## src/rtl/core/pps_pkg.sv

```systemverilog
`timescale 1ns / 1ps
`default_nettype none

package pps_pkg;

   // longest section is MAX_PATTERN_LEN-1 bytes
   localparam int MAX_PATTERN_LEN = 256;
   localparam int LEN_W = $clog2(MAX_PATTERN_LEN + 1);
   localparam logic [LEN_W-1:0] LEN_LIMIT = LEN_W'(MAX_PATTERN_LEN - 1);

   localparam logic [1:0] KIND_PATTERN = 2'd0;
   localparam logic [1:0] KIND_REPLACE = 2'd1;
   localparam logic [1:0] KIND_SUMMARY = 2'd2;

   localparam logic [1:0] OP_MATCH      = 2'd0;
   localparam logic [1:0] OP_SUBSTITUTE = 2'd1;
   localparam logic [1:0] OP_TRANSLIT   = 2'd2;

   localparam logic [2:0] ST_OK         = 3'd0;
   localparam logic [2:0] ST_UNKNOWN_OP = 3'd1;
   localparam logic [2:0] ST_NO_DELIM   = 3'd2;
   localparam logic [2:0] ST_COUNT      = 3'd3;
   localparam logic [2:0] ST_MODIF      = 3'd4;
   localparam logic [2:0] ST_LONG       = 3'd5;

   localparam logic [7:0] CH_NUL    = 8'h00;
   localparam logic [7:0] CH_LBRACE = 8'h7b;
   localparam logic [7:0] CH_RBRACE = 8'h7d;
   localparam logic [7:0] CH_LPAREN = 8'h28;
   localparam logic [7:0] CH_RPAREN = 8'h29;
   localparam logic [7:0] CH_LT     = 8'h3c;
   localparam logic [7:0] CH_GT     = 8'h3e;
   localparam logic [7:0] CH_LBRACK = 8'h5b;
   localparam logic [7:0] CH_RBRACK = 8'h5d;
   localparam logic [7:0] CH_M      = 8'h6d;
   localparam logic [7:0] CH_S      = 8'h73;
   localparam logic [7:0] CH_T      = 8'h74;
   localparam logic [7:0] CH_R      = 8'h72;
   localparam logic [7:0] CH_I      = 8'h69;
   localparam logic [7:0] CH_G      = 8'h67;
   localparam logic [7:0] CH_X      = 8'h78;

   typedef enum logic [2:0] {
      PH_OP,
      PH_TR,
      PH_DELIM,
      PH_BODY,
      PH_ERR
   } phase_type;

   // one result item; flags bit0 m, bit1 s, bit2 i, bit3 g, bit4 x
   typedef struct packed {
      logic [1:0] item_kind;
      logic [7:0] out_byte;
      logic [1:0] op_kind;
      logic [2:0] status;
      logic [4:0] flags;
      logic       last_of_pattern;
   } rsp_item_type;

   function automatic logic is_punct(input logic [7:0] b);
      return b inside {[8'd33:8'd47], [8'd58:8'd64], [8'd91:8'd96], [8'd123:8'd126]};
   endfunction

   // closing partner of a bracket, zero for anything else
   function automatic logic [7:0] close_of(input logic [7:0] b);
      logic [7:0] c;
      case (b)
         CH_LBRACE: c = CH_RBRACE;
         CH_LPAREN: c = CH_RPAREN;
         CH_LT:     c = CH_GT;
         CH_LBRACK: c = CH_RBRACK;
         default:   c = CH_NUL;
      endcase
      return c;
   endfunction

   // modifier flag mask, zero for an unknown modifier
   function automatic logic [4:0] modifier_mask(input logic [7:0] b);
      logic [4:0] m;
      case (b)
         CH_M:    m = 5'b00001;
         CH_S:    m = 5'b00010;
         CH_I:    m = 5'b00100;
         CH_G:    m = 5'b01000;
         CH_X:    m = 5'b10000;
         default: m = 5'b00000;
      endcase
      return m;
   endfunction

endpackage

`default_nettype wire

```

## src/rtl/core/pps_if.sv

```systemverilog
`timescale 1ns / 1ps
`default_nettype none

interface pps_req_if;
   logic       valid;
   logic       ready;
   logic [7:0] char_byte;

   modport source (output valid, output char_byte, input ready);
   modport sink   (input valid, input char_byte, output ready);
endinterface

interface pps_rsp_if;
   logic       valid;
   logic       ready;
   logic [1:0] item_kind;
   logic [7:0] out_byte;
   logic [1:0] op_kind;
   logic [2:0] status;
   logic       flag_multiline;
   logic       flag_single_line;
   logic       flag_ignore_case;
   logic       flag_global;
   logic       flag_extended;
   logic       last_of_pattern;

   modport source (
      output valid, output item_kind, output out_byte, output op_kind, output status,
      output flag_multiline, output flag_single_line, output flag_ignore_case,
      output flag_global, output flag_extended, output last_of_pattern,
      input ready
   );
   modport sink (
      input valid, input item_kind, input out_byte, input op_kind, input status,
      input flag_multiline, input flag_single_line, input flag_ignore_case,
      input flag_global, input flag_extended, input last_of_pattern,
      output ready
   );
endinterface

`default_nettype wire

```

## src/rtl/core/pps_parser.sv

```systemverilog
`timescale 1ns / 1ps
`default_nettype none

module pps_parser (
   input  wire logic                  clock,
   input  wire logic                  reset,
   input  wire logic                  step,
   input  wire logic [7:0]            char_byte,
   output logic                       res_valid,
   output pps_pkg::rsp_item_type      res_item
);
   import pps_pkg::*;

   typedef struct packed {
      logic       route;
      logic [1:0] kind;
      logic       modif;
      logic       count;
      logic       depth_inc;
      logic       depth_dec;
      logic       depth_zero;
   } act_type;

   phase_type        phase_ff, phase_in;
   logic [1:0]       op_ff, op_in;
   logic [7:0]       open_ff, open_in;
   logic [7:0]       close_ff, close_in;
   logic             paired_ff, paired_in;
   logic [1:0]       seen_ff, seen_in;
   logic [LEN_W-1:0] depth_ff, depth_in;
   logic [LEN_W-1:0] len_ff, len_in;
   logic [4:0]       flags_ff, flags_in;
   logic [2:0]       err_ff, err_in;

   act_type          act;
   logic             slot_ok;
   logic             is_end;
   logic [4:0]       mask;
   logic [1:0]       expected;
   logic [2:0]       sum_status;

   assign is_end  = (char_byte == CH_NUL);
   assign slot_ok = (len_ff < LEN_LIMIT);
   assign mask    = modifier_mask(char_byte);

   // body byte decode
   always_comb begin
      act = '0;
      act.kind = KIND_PATTERN;
      if (op_ff == OP_MATCH && paired_ff) begin
         if (depth_ff == '0) begin
            act.modif = 1'b1;
         end else if (char_byte == open_ff) begin
            act.depth_inc = 1'b1;
            act.route     = 1'b1;
         end else if (char_byte == close_ff) begin
            if (depth_ff > LEN_W'(1)) begin
               act.depth_dec = 1'b1;
               act.route     = 1'b1;
            end else begin
               act.depth_zero = 1'b1;
               act.count      = 1'b1;
            end
         end else begin
            act.route = 1'b1;
         end
      end else if (op_ff == OP_MATCH) begin
         if (char_byte == open_ff) begin
            act.count = 1'b1;
         end else if (seen_ff == 2'd1) begin
            act.route = 1'b1;
         end else if (seen_ff == 2'd2) begin
            act.modif = 1'b1;
         end
      end else begin
         if (char_byte == open_ff) begin
            act.count = 1'b1;
         end else if (seen_ff == 2'd1) begin
            act.route = 1'b1;
         end else if (seen_ff == 2'd2) begin
            act.route = 1'b1;
            act.kind  = KIND_REPLACE;
         end else begin
            act.modif = 1'b1;
         end
      end
   end

   // next state
   always_comb begin
      phase_in  = phase_ff;
      op_in     = op_ff;
      open_in   = open_ff;
      close_in  = close_ff;
      paired_in = paired_ff;
      seen_in   = seen_ff;
      depth_in  = depth_ff;
      len_in    = len_ff;
      flags_in  = flags_ff;
      err_in    = err_ff;
      if (step) begin
         if (is_end) begin
            phase_in  = PH_OP;
            op_in     = OP_MATCH;
            open_in   = CH_NUL;
            close_in  = CH_NUL;
            paired_in = 1'b0;
            seen_in   = 2'd1;
            depth_in  = LEN_W'(1);
            len_in    = '0;
            flags_in  = '0;
            err_in    = ST_OK;
         end else begin
            case (phase_ff)
               PH_OP, PH_TR, PH_DELIM: begin
                  if (phase_ff == PH_OP && char_byte == CH_M) begin
                     op_in    = OP_MATCH;
                     phase_in = PH_DELIM;
                  end else if (phase_ff == PH_OP && char_byte == CH_S) begin
                     op_in    = OP_SUBSTITUTE;
                     phase_in = PH_DELIM;
                  end else if (phase_ff == PH_OP && char_byte == CH_T) begin
                     phase_in = PH_TR;
                  end else if (phase_ff == PH_TR && char_byte == CH_R) begin
                     op_in    = OP_TRANSLIT;
                     phase_in = PH_DELIM;
                  end else if (phase_ff != PH_TR && is_punct(char_byte)) begin
                     if (phase_ff == PH_OP) begin
                        op_in = OP_MATCH;
                     end
                     open_in   = char_byte;
                     close_in  = close_of(char_byte);
                     paired_in = (close_of(char_byte) != CH_NUL);
                     seen_in   = 2'd1;
                     depth_in  = LEN_W'(1);
                     len_in    = '0;
                     phase_in  = PH_BODY;
                  end else begin
                     err_in   = (phase_ff == PH_DELIM) ? ST_NO_DELIM : ST_UNKNOWN_OP;
                     phase_in = PH_ERR;
                  end
               end
               PH_BODY: begin
                  if (act.depth_inc) begin
                     depth_in = depth_ff + LEN_W'(1);
                  end else if (act.depth_dec) begin
                     depth_in = depth_ff - LEN_W'(1);
                  end else if (act.depth_zero) begin
                     depth_in = '0;
                  end
                  if (act.count) begin
                     if (seen_ff != 2'd0) begin
                        seen_in = seen_ff + 2'd1;
                     end
                     len_in = '0;
                  end
                  if (act.route || act.modif) begin
                     if (slot_ok) begin
                        len_in = len_ff + LEN_W'(1);
                        if (act.modif) begin
                           flags_in = flags_ff | mask;
                           if (mask == '0 && err_ff == ST_OK) begin
                              err_in = ST_MODIF;
                           end
                        end
                     end else begin
                        err_in   = ST_LONG;
                        phase_in = PH_ERR;
                     end
                  end
               end
               default: begin
               end
            endcase
         end
      end
   end

   // summary status
   always_comb begin
      expected   = (op_ff == OP_MATCH) ? 2'd2 : 2'd3;
      sum_status = err_ff;
      if (err_ff == ST_OK && (phase_ff == PH_OP || phase_ff == PH_TR)) begin
         sum_status = ST_UNKNOWN_OP;
      end else if (err_ff == ST_OK && phase_ff == PH_DELIM) begin
         sum_status = ST_NO_DELIM;
      end
      if (sum_status != ST_UNKNOWN_OP && sum_status != ST_NO_DELIM &&
          sum_status != ST_LONG && seen_ff != expected) begin
         sum_status = ST_COUNT;
      end
   end

   // outputs
   always_comb begin
      res_valid = step && (is_end || (phase_ff == PH_BODY && act.route && slot_ok));
      res_item  = '0;
      res_item.op_kind = op_ff;
      if (is_end) begin
         res_item.item_kind       = KIND_SUMMARY;
         res_item.status          = sum_status;
         res_item.flags           = flags_ff;
         res_item.last_of_pattern = 1'b1;
      end else begin
         res_item.item_kind = act.kind;
         res_item.out_byte  = char_byte;
      end
   end

   always_ff @(posedge clock) begin
      if (reset) begin
         phase_ff  <= PH_OP;
         op_ff     <= OP_MATCH;
         open_ff   <= CH_NUL;
         close_ff  <= CH_NUL;
         paired_ff <= 1'b0;
         seen_ff   <= 2'd1;
         depth_ff  <= LEN_W'(1);
         len_ff    <= '0;
         flags_ff  <= '0;
         err_ff    <= ST_OK;
      end else begin
         phase_ff  <= phase_in;
         op_ff     <= op_in;
         open_ff   <= open_in;
         close_ff  <= close_in;
         paired_ff <= paired_in;
         seen_ff   <= seen_in;
         depth_ff  <= depth_in;
         len_ff    <= len_in;
         flags_ff  <= flags_in;
         err_ff    <= err_in;
      end
   end

endmodule

`default_nettype wire

```

## src/rtl/core/pps_out_reg.sv

```systemverilog
`timescale 1ns / 1ps
`default_nettype none

module pps_out_reg (
   input  wire logic                  clock,
   input  wire logic                  reset,
   input  wire logic                  load,
   input  wire logic                  res_valid,
   input  wire pps_pkg::rsp_item_type res_item,
   input  wire logic                  out_ready,
   output logic                       out_valid,
   output pps_pkg::rsp_item_type      out_item,
   output logic                       slot_free
);
   import pps_pkg::*;

   logic         valid_ff, valid_in;
   rsp_item_type item_ff;

   assign slot_free = !valid_ff || out_ready;

   always_comb begin
      valid_in = valid_ff;
      if (load) begin
         valid_in = res_valid;
      end else if (out_ready) begin
         valid_in = 1'b0;
      end
   end

   always_ff @(posedge clock) begin
      if (reset) begin
         valid_ff <= 1'b0;
      end else begin
         valid_ff <= valid_in;
      end
   end

   always_ff @(posedge clock) begin
      if (load && res_valid) begin
         item_ff <= res_item;
      end
   end

   assign out_valid = valid_ff;
   assign out_item  = item_ff;

endmodule

`default_nettype wire

```

## src/rtl/core/perl_pattern_splitter.sv

```systemverilog
`timescale 1ns / 1ps
`default_nettype none

// splits a stream of perl-style pattern bytes (m//, s///, tr///, or a bare
// punctuation delimiter) into pattern and replacement bytes, one request byte
// at a time, with a zero byte ending each pattern and producing a summary item
// that carries the operation, the modifier flags m s i g x and a status code.
// delimiter and modifier bytes produce no result. one byte is taken per clock
// cycle for as long as results are drained; a byte goes through an input
// register and the combinational parse step into the result register, and the
// parse step waits while the result register is full and not draining. the
// parse state (phase, delimiter count, nesting depth, section length) is
// updated once per byte. sections longer than MAX_PATTERN_LEN-1 bytes are
// flagged with the too-long status and later bytes are dropped until the
// terminator.

module perl_pattern_splitter (
   input  wire logic    clock,
   input  wire logic    reset,
   pps_req_if.sink      req_chan,
   pps_rsp_if.source    rsp_chan
);
   import pps_pkg::*;

   // input register
   logic         in_valid_ff, in_valid_in;
   logic [7:0]   in_byte_ff;

   logic         parse_fire;
   logic         slot_free;
   logic         res_valid;
   rsp_item_type res_item;
   rsp_item_type out_item;

   // parse advances when the result slot is empty or draining
   assign parse_fire     = in_valid_ff && slot_free;
   assign req_chan.ready = !in_valid_ff || parse_fire;

   always_comb begin
      in_valid_in = in_valid_ff;
      if (req_chan.valid && req_chan.ready) begin
         in_valid_in = 1'b1;
      end else if (parse_fire) begin
         in_valid_in = 1'b0;
      end
   end

   always_ff @(posedge clock) begin
      if (reset) begin
         in_valid_ff <= 1'b0;
      end else begin
         in_valid_ff <= in_valid_in;
      end
   end

   always_ff @(posedge clock) begin
      if (req_chan.valid && req_chan.ready) begin
         in_byte_ff <= req_chan.char_byte;
      end
   end

   // per-byte parse state and routing
   pps_parser u_parser (
      .clock     (clock),
      .reset     (reset),
      .step      (parse_fire),
      .char_byte (in_byte_ff),
      .res_valid (res_valid),
      .res_item  (res_item)
   );

   // result register
   pps_out_reg u_out_reg (
      .clock     (clock),
      .reset     (reset),
      .load      (parse_fire),
      .res_valid (res_valid),
      .res_item  (res_item),
      .out_ready (rsp_chan.ready),
      .out_valid (rsp_chan.valid),
      .out_item  (out_item),
      .slot_free (slot_free)
   );

   assign rsp_chan.item_kind        = out_item.item_kind;
   assign rsp_chan.out_byte         = out_item.out_byte;
   assign rsp_chan.op_kind          = out_item.op_kind;
   assign rsp_chan.status           = out_item.status;
   assign rsp_chan.flag_multiline   = out_item.flags[0];
   assign rsp_chan.flag_single_line = out_item.flags[1];
   assign rsp_chan.flag_ignore_case = out_item.flags[2];
   assign rsp_chan.flag_global      = out_item.flags[3];
   assign rsp_chan.flag_extended    = out_item.flags[4];
   assign rsp_chan.last_of_pattern  = out_item.last_of_pattern;

endmodule

`default_nettype wire

```

## src/flat_wrapper.sv

```systemverilog
// flat-port wrapper written by rule: the top's interface ports become plain ports
module perl_pattern_splitter_flat import pps_pkg::*;
  (clock, reset, req_chan_valid, req_chan_char_byte, req_chan_ready, rsp_chan_valid, rsp_chan_item_kind, rsp_chan_out_byte, rsp_chan_op_kind, rsp_chan_status, rsp_chan_flag_multiline, rsp_chan_flag_single_line, rsp_chan_flag_ignore_case, rsp_chan_flag_global, rsp_chan_flag_extended, rsp_chan_last_of_pattern, rsp_chan_ready);
  pps_req_if req_chan_i ();
  pps_rsp_if rsp_chan_i ();
  input  wire logic clock;
  input  wire logic reset;
  input wire logic [$bits(req_chan_i.valid)-1:0] req_chan_valid;
  input wire logic [$bits(req_chan_i.char_byte)-1:0] req_chan_char_byte;
  output wire logic [$bits(req_chan_i.ready)-1:0] req_chan_ready;
  output wire logic [$bits(rsp_chan_i.valid)-1:0] rsp_chan_valid;
  output wire logic [$bits(rsp_chan_i.item_kind)-1:0] rsp_chan_item_kind;
  output wire logic [$bits(rsp_chan_i.out_byte)-1:0] rsp_chan_out_byte;
  output wire logic [$bits(rsp_chan_i.op_kind)-1:0] rsp_chan_op_kind;
  output wire logic [$bits(rsp_chan_i.status)-1:0] rsp_chan_status;
  output wire logic [$bits(rsp_chan_i.flag_multiline)-1:0] rsp_chan_flag_multiline;
  output wire logic [$bits(rsp_chan_i.flag_single_line)-1:0] rsp_chan_flag_single_line;
  output wire logic [$bits(rsp_chan_i.flag_ignore_case)-1:0] rsp_chan_flag_ignore_case;
  output wire logic [$bits(rsp_chan_i.flag_global)-1:0] rsp_chan_flag_global;
  output wire logic [$bits(rsp_chan_i.flag_extended)-1:0] rsp_chan_flag_extended;
  output wire logic [$bits(rsp_chan_i.last_of_pattern)-1:0] rsp_chan_last_of_pattern;
  input wire logic [$bits(rsp_chan_i.ready)-1:0] rsp_chan_ready;
  assign req_chan_i.valid = req_chan_valid;
  assign req_chan_i.char_byte = req_chan_char_byte;
  assign req_chan_ready = req_chan_i.ready;
  assign rsp_chan_valid = rsp_chan_i.valid;
  assign rsp_chan_item_kind = rsp_chan_i.item_kind;
  assign rsp_chan_out_byte = rsp_chan_i.out_byte;
  assign rsp_chan_op_kind = rsp_chan_i.op_kind;
  assign rsp_chan_status = rsp_chan_i.status;
  assign rsp_chan_flag_multiline = rsp_chan_i.flag_multiline;
  assign rsp_chan_flag_single_line = rsp_chan_i.flag_single_line;
  assign rsp_chan_flag_ignore_case = rsp_chan_i.flag_ignore_case;
  assign rsp_chan_flag_global = rsp_chan_i.flag_global;
  assign rsp_chan_flag_extended = rsp_chan_i.flag_extended;
  assign rsp_chan_last_of_pattern = rsp_chan_i.last_of_pattern;
  assign rsp_chan_i.ready = rsp_chan_ready;
  perl_pattern_splitter u_core (.clock(clock), .reset(reset), .req_chan(req_chan_i), .rsp_chan(rsp_chan_i));
endmodule
```

## config.mk

```make
export PLATFORM = sky130hd
export DESIGN_NAME = perl_pattern_splitter_flat
export DESIGN_NICKNAME = d
export VERILOG_FILES = /design/src/rtl/core/pps_pkg.sv /design/src/rtl/core/pps_if.sv /design/src/rtl/core/pps_parser.sv /design/src/rtl/core/pps_out_reg.sv /design/src/rtl/core/perl_pattern_splitter.sv /design/src/flat_wrapper.sv
export SDC_FILE = /design/constraint.sdc
export NUM_CORES = 1
export LEC_CHECK = 0
export BUFFER_PORTS_ARGS = -buffer_cell sky130_fd_sc_hd__buf_2
export CAP_MARGIN = 20
export CORE_ASPECT_RATIO = 1.1
export CORE_MARGIN = 2
export CORE_UTILIZATION = 40
export DETAILED_ROUTE_END_ITERATION = 8
export SLEW_MARGIN = 5
export SYNTH_ARGS = -nofsm -noshare
export SYNTH_HDL_FRONTEND = slang
export SYNTH_SLANG_ARGS = --single-unit
```

## constraint.sdc

```tcl
create_clock -name clock -period 3 [get_ports clock]
set_clock_uncertainty 0.2 [all_clocks]
set_input_delay 0.45 -clock clock [delete_from_list [all_inputs] [get_ports clock]]
set_output_delay 0.45 -clock clock [all_outputs]
set_load 0.02 [all_outputs]
```

==> metrics, run 1 <==
status completed; Initial Util between 40 and 50%; CTS tree built; grt ovf 0; Die W between 100 and 150 um; Tmin final approximately 2.9 ns; synthesized instance count 479; nets@finish 552; Worst-path clk slew approximately 0.06 ns; Worst Setup End Kind register; post-synthesis async set-or-reset flop share 0%; io pins 35; dpl cells 659; Die Y ~110 um; root buf cell clkbuf_16; initial antenna violation count 0; WL final 10440 um; number of library cell types mapped by synthesis 74; Hold Violations, Final 0; maximum clock frequency 347.8 MHz; synth warn 0; Vias/cell ~5.6; Yosys top cell area share 23.09%; Seq cells post-synth 79; residual DRC count 0; peak supply drop 0.2498 mV; WP data arrival 2.88 ns; TritonCTS buffer count 9; Finished Layout Cells roughly 680; worst r2r src u_core.in_byte_ff[4]; Yosys top cell by area dfxtp_1; number of fill cells 1000; crit-path max cell delay just over 0.5 ns; Min-Delay Path Class in -> reg; GR Util All Layers about a fifth; core area between 10000 and 15000 um^2; n_diodes 0; slowest CP cell edfxtp_1; post-DP HPWL around 7400 um; Finished Cell Area about 5200 um^2; critical path cell sequence or3_1, a211oi_2, nand2_1, nor4_1, nor3_1, o221ai_1, buf_4, o221ai_1; first-pass GRT wire length about 17000 um; Area Growth Syn to Fin 19.54%; power per cell area roughly 490 nW/um^2; Net Count, Synth 500; ranking of synthesized cells by area dfxtp_1 (23%), edfxtp_1 (20%), nand2_1 (4.7%); routability cong. a little over 0.9; Tightest Pin Transition 0.5894 ns; commonest non-fill, non-tap cell in the layout nand2_1; H-tree depth 3; layout cell share with drive strength beyond 1 between 20% and 30%; Syn Area/Cell about 9.0 um^2; vias in the first global route about 3500; sequential element share of the synthesized area 43.19%; Pleak between 1.5 and 2 nW; worst hold start req_chan_char_byte[5]; Final setup viols 0; total number of vias roughly 3800; final max-slew violation count 0; most frequent cells in the layout nand2_1 (54), dfxtp_1 (50), buf_4 (40); most frequent CP cell o221ai_1; FP Rows 39; relative slew slack roughly three fifths; DRT antenna net count 0; port bufs 34; CP max FO 8; wire per inst approximately 15 um; Tcrit/Tclk final a little over nine tenths; pin count of the biggest net entering global routing 38; Data required, critical path ~3 ns; CP Class reg -> reg; die area between 10000 and 15000 um^2; worst skew pair latency between 0.3 and 0.4 ns; quantity of hold-fixing buffers added after cts 0; Max Cap Viol 0; ys flop type dfxtp_1; CTS sink cnt 79; Placed Area ~4800 um^2; 1st-iter DRT viols slightly above 300; CP startpoint u_core.in_byte_ff[4]; Post-Syn Area roughly 4300 um^2; drt first pass iters 5; Clock Tree Buf Depth 2; CP Launch Type register; EDFF count, synth 29
==> power breakdown <==
part / internal (mW) / switching (mW) / total [mW]
registers: 1.13 / 0.0313 / 1.16
logic: 0.0927 / 0.130 / 0.223
clock network: 0.718 / 0.432 / 1.15
==> synth_stat cells (3+ instances only) <==
| cell type | n |
|---|---|
| and3_1 | 11 |
| nor2b_1 | 3 |
| dfxtp_1 | 50 |
| o31a_1 | 3 |
| a31oi_1 | 7 |
| nor3_1 | 13 |
| or4_1 | 7 |
| a41oi_1 | 4 |
| a21o_1 | 3 |
| ha_1 | 9 |
| buf_2 | 6 |
| edfxtp_1 | 29 |
| nor4_1 | 6 |
| a21oi_1 | 37 |
| or3_1 | 6 |
| and2_1 | 5 |
| o21bai_1 | 3 |
| nor3b_1 | 4 |
| mux2i_1 | 10 |
| xnor2_1 | 9 |
| nor2_1 | 37 |
| nand4_1 | 10 |
| o211ai_1 | 4 |
| nand2_1 | 54 |
| o21ai_0 | 11 |
| nand3_1 | 11 |
| inv_1 | 19 |
| buf_4 | 3 |
| nand2b_1 | 6 |
| o21a_1 | 5 |
| o221ai_1 | 6 |
| o21ai_1 | 6 |
| clkbuf_1 | 23 |
| xor2_1 | 6 |
| nand3b_1 | 5 |
==> cells by family (layout without fill, tap and decap cells) <==
logic type / Yosys count / after routing / synth area share, %
DFF: 79 / 79 / 43.19
AOI/OAI and AO/OA: 120 / 120 / 19.46
adders and majority gates: 9 / 9 / 2.598
buffers and inverters: 52 / 109 / 5.110
and+or+nand+nor: 194 / 194 / 24.31
xor gates and xnor gates: 15 / 15 / 3.031
muxes: 10 / 10 / 2.310
==> repair_timing <==
| action | in CTS | in global routing |
|---|---|---|
| endpoints found under the setup margin | 0 | 13 |
| gates resized for setup | 0 | 5 |
| buffers inserted | 0 | 4 |
==> worst paths after layout <==
kind                                       to  slack [ns]  depth (start not counted)
setup / recovery    u_core.u_parser.len_ff[6]        0.12                          8
hold / removal           u_core.in_byte_ff[5]        0.08                          1
hold reg to reg   u_core.u_parser.flags_ff[1]        0.26                          1
setup reg to reg    u_core.u_parser.len_ff[6]        0.12                          8
==> through the flow <==
step / util [%] / hold slack [ns] / power (mW) / worst slack, ns / TNS, ns
after detailed placement: 45.78 / 0.2500 / 1.391 / 0.1537 / 0
final: 49.39 / 0.07973 / 2.530 / 0.1247 / 0
after CTS: 48.83 / 0.07041 / 2.544 / 0.09469 / 0
after floorplan: - / 0.2323 / 1.325 / 0.2208 / 0
after global routing: 49.39 / 0.08102 / 2.614 / -0.001587 / -0.001587
after global placement: 45.78 / 0.2426 / 1.388 / 0.1826 / 0
==> layout make-up <==
class | count | area, um^2 | area share [%]
multi-input cells | 348 | 2270 | 43.81
flip-flops and latches | 79 | 1872 | 36.13
repair buffers | 74 | 470.5 | 9.080
clock buffers | 12 | 267.8 | 5.168
well taps | 143 | 178.9 | 3.453
inverters | 19 | 71.32 | 1.376
clock inverters | 4 | 51.30 | 0.9901
==> state kept, by name, summed over array words and instances (netlist names), 2 cells and up <==
name                       flops
u_core.u_parser.depth_ff       9
u_core.u_parser.close_ff       6
u_core.u_parser.seen_ff        2
u_core.u_parser.flags_ff       5
u_core.in_byte_ff              8
u_core.u_parser.open_ff        8
u_core.u_parser.err_ff         3
u_core.u_parser.phase_ff       3
u_core.u_parser.len_ff         9
u_core.u_out_reg.out_item     21
u_core.u_parser.op_ff          2
==> routing by layer <==
metal / track usage (%) / routed length [um]
met1: 25.53 / 4940
met2: 29.48 / 4895
met3: 3.397 / 422
met4: 6.579 / 183
met5: 0 / 0
==> critical path: cells and delay by family (launching register included) <==
family,cells,cell delay [ns]
buffers and inverters,1,0.18
AND/OR/NAND/NOR,4,1.21
AO/OA/AOI/OAI,3,0.65
flip-flops,1,0.51
Power figures use the tool's default switching activity.
==> run 2: changes to the inputs <==
--- a/config.mk
+++ b/config.mk
@@ -5,6 +5,7 @@
 export SDC_FILE = /design/constraint.sdc
 export NUM_CORES = 1
 export LEC_CHECK = 0
+export ABC_AREA = 1
 export BUFFER_PORTS_ARGS = -buffer_cell sky130_fd_sc_hd__buf_2
 export CAP_MARGIN = 20
 export CORE_ASPECT_RATIO = 1.1
==> constraint.sdc (replaced) <==
create_clock -name clock -period 2.6 [get_ports clock]
set_clock_uncertainty 0.2 [all_clocks]
set_input_delay 0.39 -clock clock [delete_from_list [all_inputs] [get_ports clock]]
set_output_delay 0.39 -clock clock [all_outputs]
set_load 0.02 [all_outputs]
==> run 2 against run 1 <==
Compared with the run above: routed wire length up 10%; via count increased by 12%; synthesized area increased by 9.4%; sequential power grew 16%; maximum frequency grew 18%; register-to-register slack improved by 0.04 ns; worst hold slack worse by 0.047 ns; critical endpoint is now u_core.u_parser.len_ff[1]; largest power group unchanged.
==> metrics, run 2 <==
pin count of the biggest net entering global routing 31 (-18%); Yosys top cell area share 21.11% (-2.0 points); Final setup viols 0 (unchanged); Area Growth Syn to Fin 15.91%; Data required, critical path 2.66 ns (-0.35 ns); die area 12740 um^2 (+9.1%); Seq cells post-synth 79 (unchanged); n_diodes 0 (unchanged); residual DRC count 0 (unchanged); Clock Tree Buf Depth 2 (unchanged); Tcrit/Tclk final 93.56% (-2.3 points); vias in the first global route 3878 (+10%); Internal Power 2.142 mW (+11%); Finished Layout Cells 857 (+26%); Logic pwr share 13.0% (+4.2 points); most frequent cell after synthesis nand2_1; CTS sink cnt 79 (unchanged); H-tree depth 3 (unchanged); TritonCTS buffer count 9 (unchanged); first-pass GRT wire length 18840 um (+8.9%); unrepaired setup endpoints after global routing no; top post-synthesis cells by count nand2_1 (156), inv_1 (79), nor2_1 (71); CP Class reg -> reg; Syn Area/Cell 7.295 um^2 (-19%); Pleak 2.443 nW (+24%); Worst-path clk slew 0.06 ns (about the same); maximum clock frequency 411.1 MHz (+18%); Min-Delay Path Class in -> reg; power per cell area 523.1 nW/um^2 (+7.1%); drt first pass iters 5 (unchanged); status completed; FP Rows 41 (+5.1%); DRT antenna net count 0 (unchanged); grt ovf 0 (unchanged); 1st-iter DRT viols 244 (-21%); core area 11540 um^2 (+10%); commonest non-fill, non-tap cell in the layout nand2_1; port bufs 34 (unchanged); aggregate negative setup slack 0 ns (unchanged); dpl cells 829 (+26%); WP data arrival 2.49 ns (-0.39 ns); WL final 11520 um (+10%); CP max FO 11 (+3); initial antenna violation count 0 (unchanged); Post-Syn Area 4742 um^2 (+9.4%); number of library cell types mapped by synthesis 39 (-47%); Tightest Pin Transition 0.5360 ns (-0.05342 ns); root buf cell clkbuf_16; max reg flops 21 (unchanged); GR Util All Layers 18.57% (-0.11 points); Die Y 118.2 um (+4.4%); relative slew slack 63.99% (+3.6 points); Psw 0.7327 mW (+23%); Tmin final 2.433 ns (-0.4427 ns); CP Launch Type register; sequential element share of the synthesized area 39.47% (-3.7 points); Worst Setup End Kind register; Max Cap Viol 0 (unchanged); Yosys top cell by area dfxtp_1; ys flop type dfxtp_1; Vias/cell 4.954 (-11%); CTS tree built; wire per inst 13.44 um (-13%); EDFF count, synth 29 (unchanged); Initial Util 41.08% (-0.23 points); layout cell share with drive strength beyond 1 18.10% (-3.2 points); Net Count, Synth 671 (+34%); most frequent cells in the layout nand2_1 (156), inv_1 (79), nor2_1 (68); quantity of hold-fixing buffers added after cts 0 (unchanged); worst skew pair latency 0.33 ns (about the same); nets@finish 723 (+31%); register share of total power 46.8% (+1.0 points); post-DP HPWL 8555 um (+16%); routability cong. 0.9172 (+0.42%); synth warn 0 (unchanged); clock power share 40.2% (-5.2 points); post-synthesis async set-or-reset flop share 0% (unchanged); sw frac 25.48% (+2.0 points); ranking of synthesized cells by area dfxtp_1 (21%), edfxtp_1 (18%), nand2_1 (12%); total number of vias 4246 (+12%); Die W 107.8 um (+4.4%); io pins 35 (unchanged); final max-slew violation count 0 (unchanged); synthesized instance count 650 (+36%); Hold Violations, Final 0 (unchanged); peak supply drop 0.2208 mV (-12%)
==> run 2: logic make-up (layout without fill, tap and decap cells) <==
| group | Yosys count | in the layout | share of synthesized area [%] |
|---|---|---|---|
| AOI/OAI and AO/OA | 98 | 98 | 11.40 |
| xor gates and xnor gates | 19 | 19 | 3.509 |
| adders and majority gates | 9 | 9 | 2.375 |
| buffers and inverters | 118 | 174 | 10.71 |
| DFF | 79 | 79 | 39.47 |
| and+or+nand+nor | 327 | 328 | 32.53 |
==> run 2: path summary, 6_finish.rpt <==
| check | slack [ns] | start | end | cells after the start |
|---|---|---|---|---|
| setup / recovery | 0.17 | u_core.in_byte_ff[3] | u_core.u_parser.len_ff[1] | 14 |
| hold / removal | 0.03 | req_chan_char_byte[7] | u_core.in_byte_ff[7] | 1 |
| setup reg to reg | 0.17 | u_core.in_byte_ff[3] | u_core.u_parser.len_ff[1] | 14 |
| hold reg to reg | 0.25 | u_core.u_parser.open_ff[7] | u_core.u_parser.open_ff[7] | 2 |
==> run 2: worst max-delay path, cell delays in order (launching register included) <==
cell	delay, ns
edfxtp_1	0.49
buf_4	0.19
nor2_4	0.15
nand2_4	0.09
nor2_8	0.21
nor2_2	0.08
nand2_2	0.06
nand2_2	0.07
nor2_4	0.14
nand2_8	0.11
nor2_8	0.16
inv_2	0.07
nor2_4	0.12
nand2_1	0.06
a21oi_1	0.14
==> run 2: area by class of cell <==
cell class | instances | area (um^2)
Clock buffer | 15 | 267.8
Clock inverter | 1 | 5.005
Fill cell | 1151 | 6046
Inverter | 92 | 350.3
Multi-Input combinational cell | 454 | 2381
Sequential cell | 79 | 1872
Tap cell | 150 | 187.7
Timing Repair Buffer | 66 | 432.9
==> run 2: power groups by stage <==
stage | logic, mW | registers, mW | clock network (mW)
finish | 0.374 | 1.34 | 1.16
global route | 0.424 | 1.35 | 1.23
CTS | 0.354 | 1.35 | 1.18
detailed placement | 0.352 | 1.37 | 0
global placement | 0.350 | 1.37 | 0
floorplan | 0.282 | 1.36 | 0
==> run 2: repair_timing <==
item | CTS | global route
buffers inserted | 0 | 11
resized for setup | 0 | 4
endpoints found under the setup margin | 0 | 42
==> run 2: metrics by stage <==
step           hold slack (ns)  worst slack, ns  utilization (%)  total power [mW]  area (um^2)
6_report               0.03285           0.1674            47.62             2.875         5497
3_5_place_dp            0.2438           0.1002            44.40             1.727         5125
3_3_place_gp            0.2444           0.1101            44.40             1.723         5125
4_1_cts                0.02670          0.07464            46.76             2.884         5398
5_1_grt                0.02497         0.003363            47.62             3.006         5497
2_1_floorplan           0.2256           0.2998                -             1.640         4742
==> run 2: layer usage <==
metal | global-route usage (%) | part of all wire (%) | vias to the layer above
li1 | - | - | 2204
met1 | 25.28 | 47 | 1937
met2 | 29.68 | 47 | 93
met3 | 2.978 | 4.0 | 12
met4 | 6.490 | 1.5 | 0
met5 | 0 | 0 | -
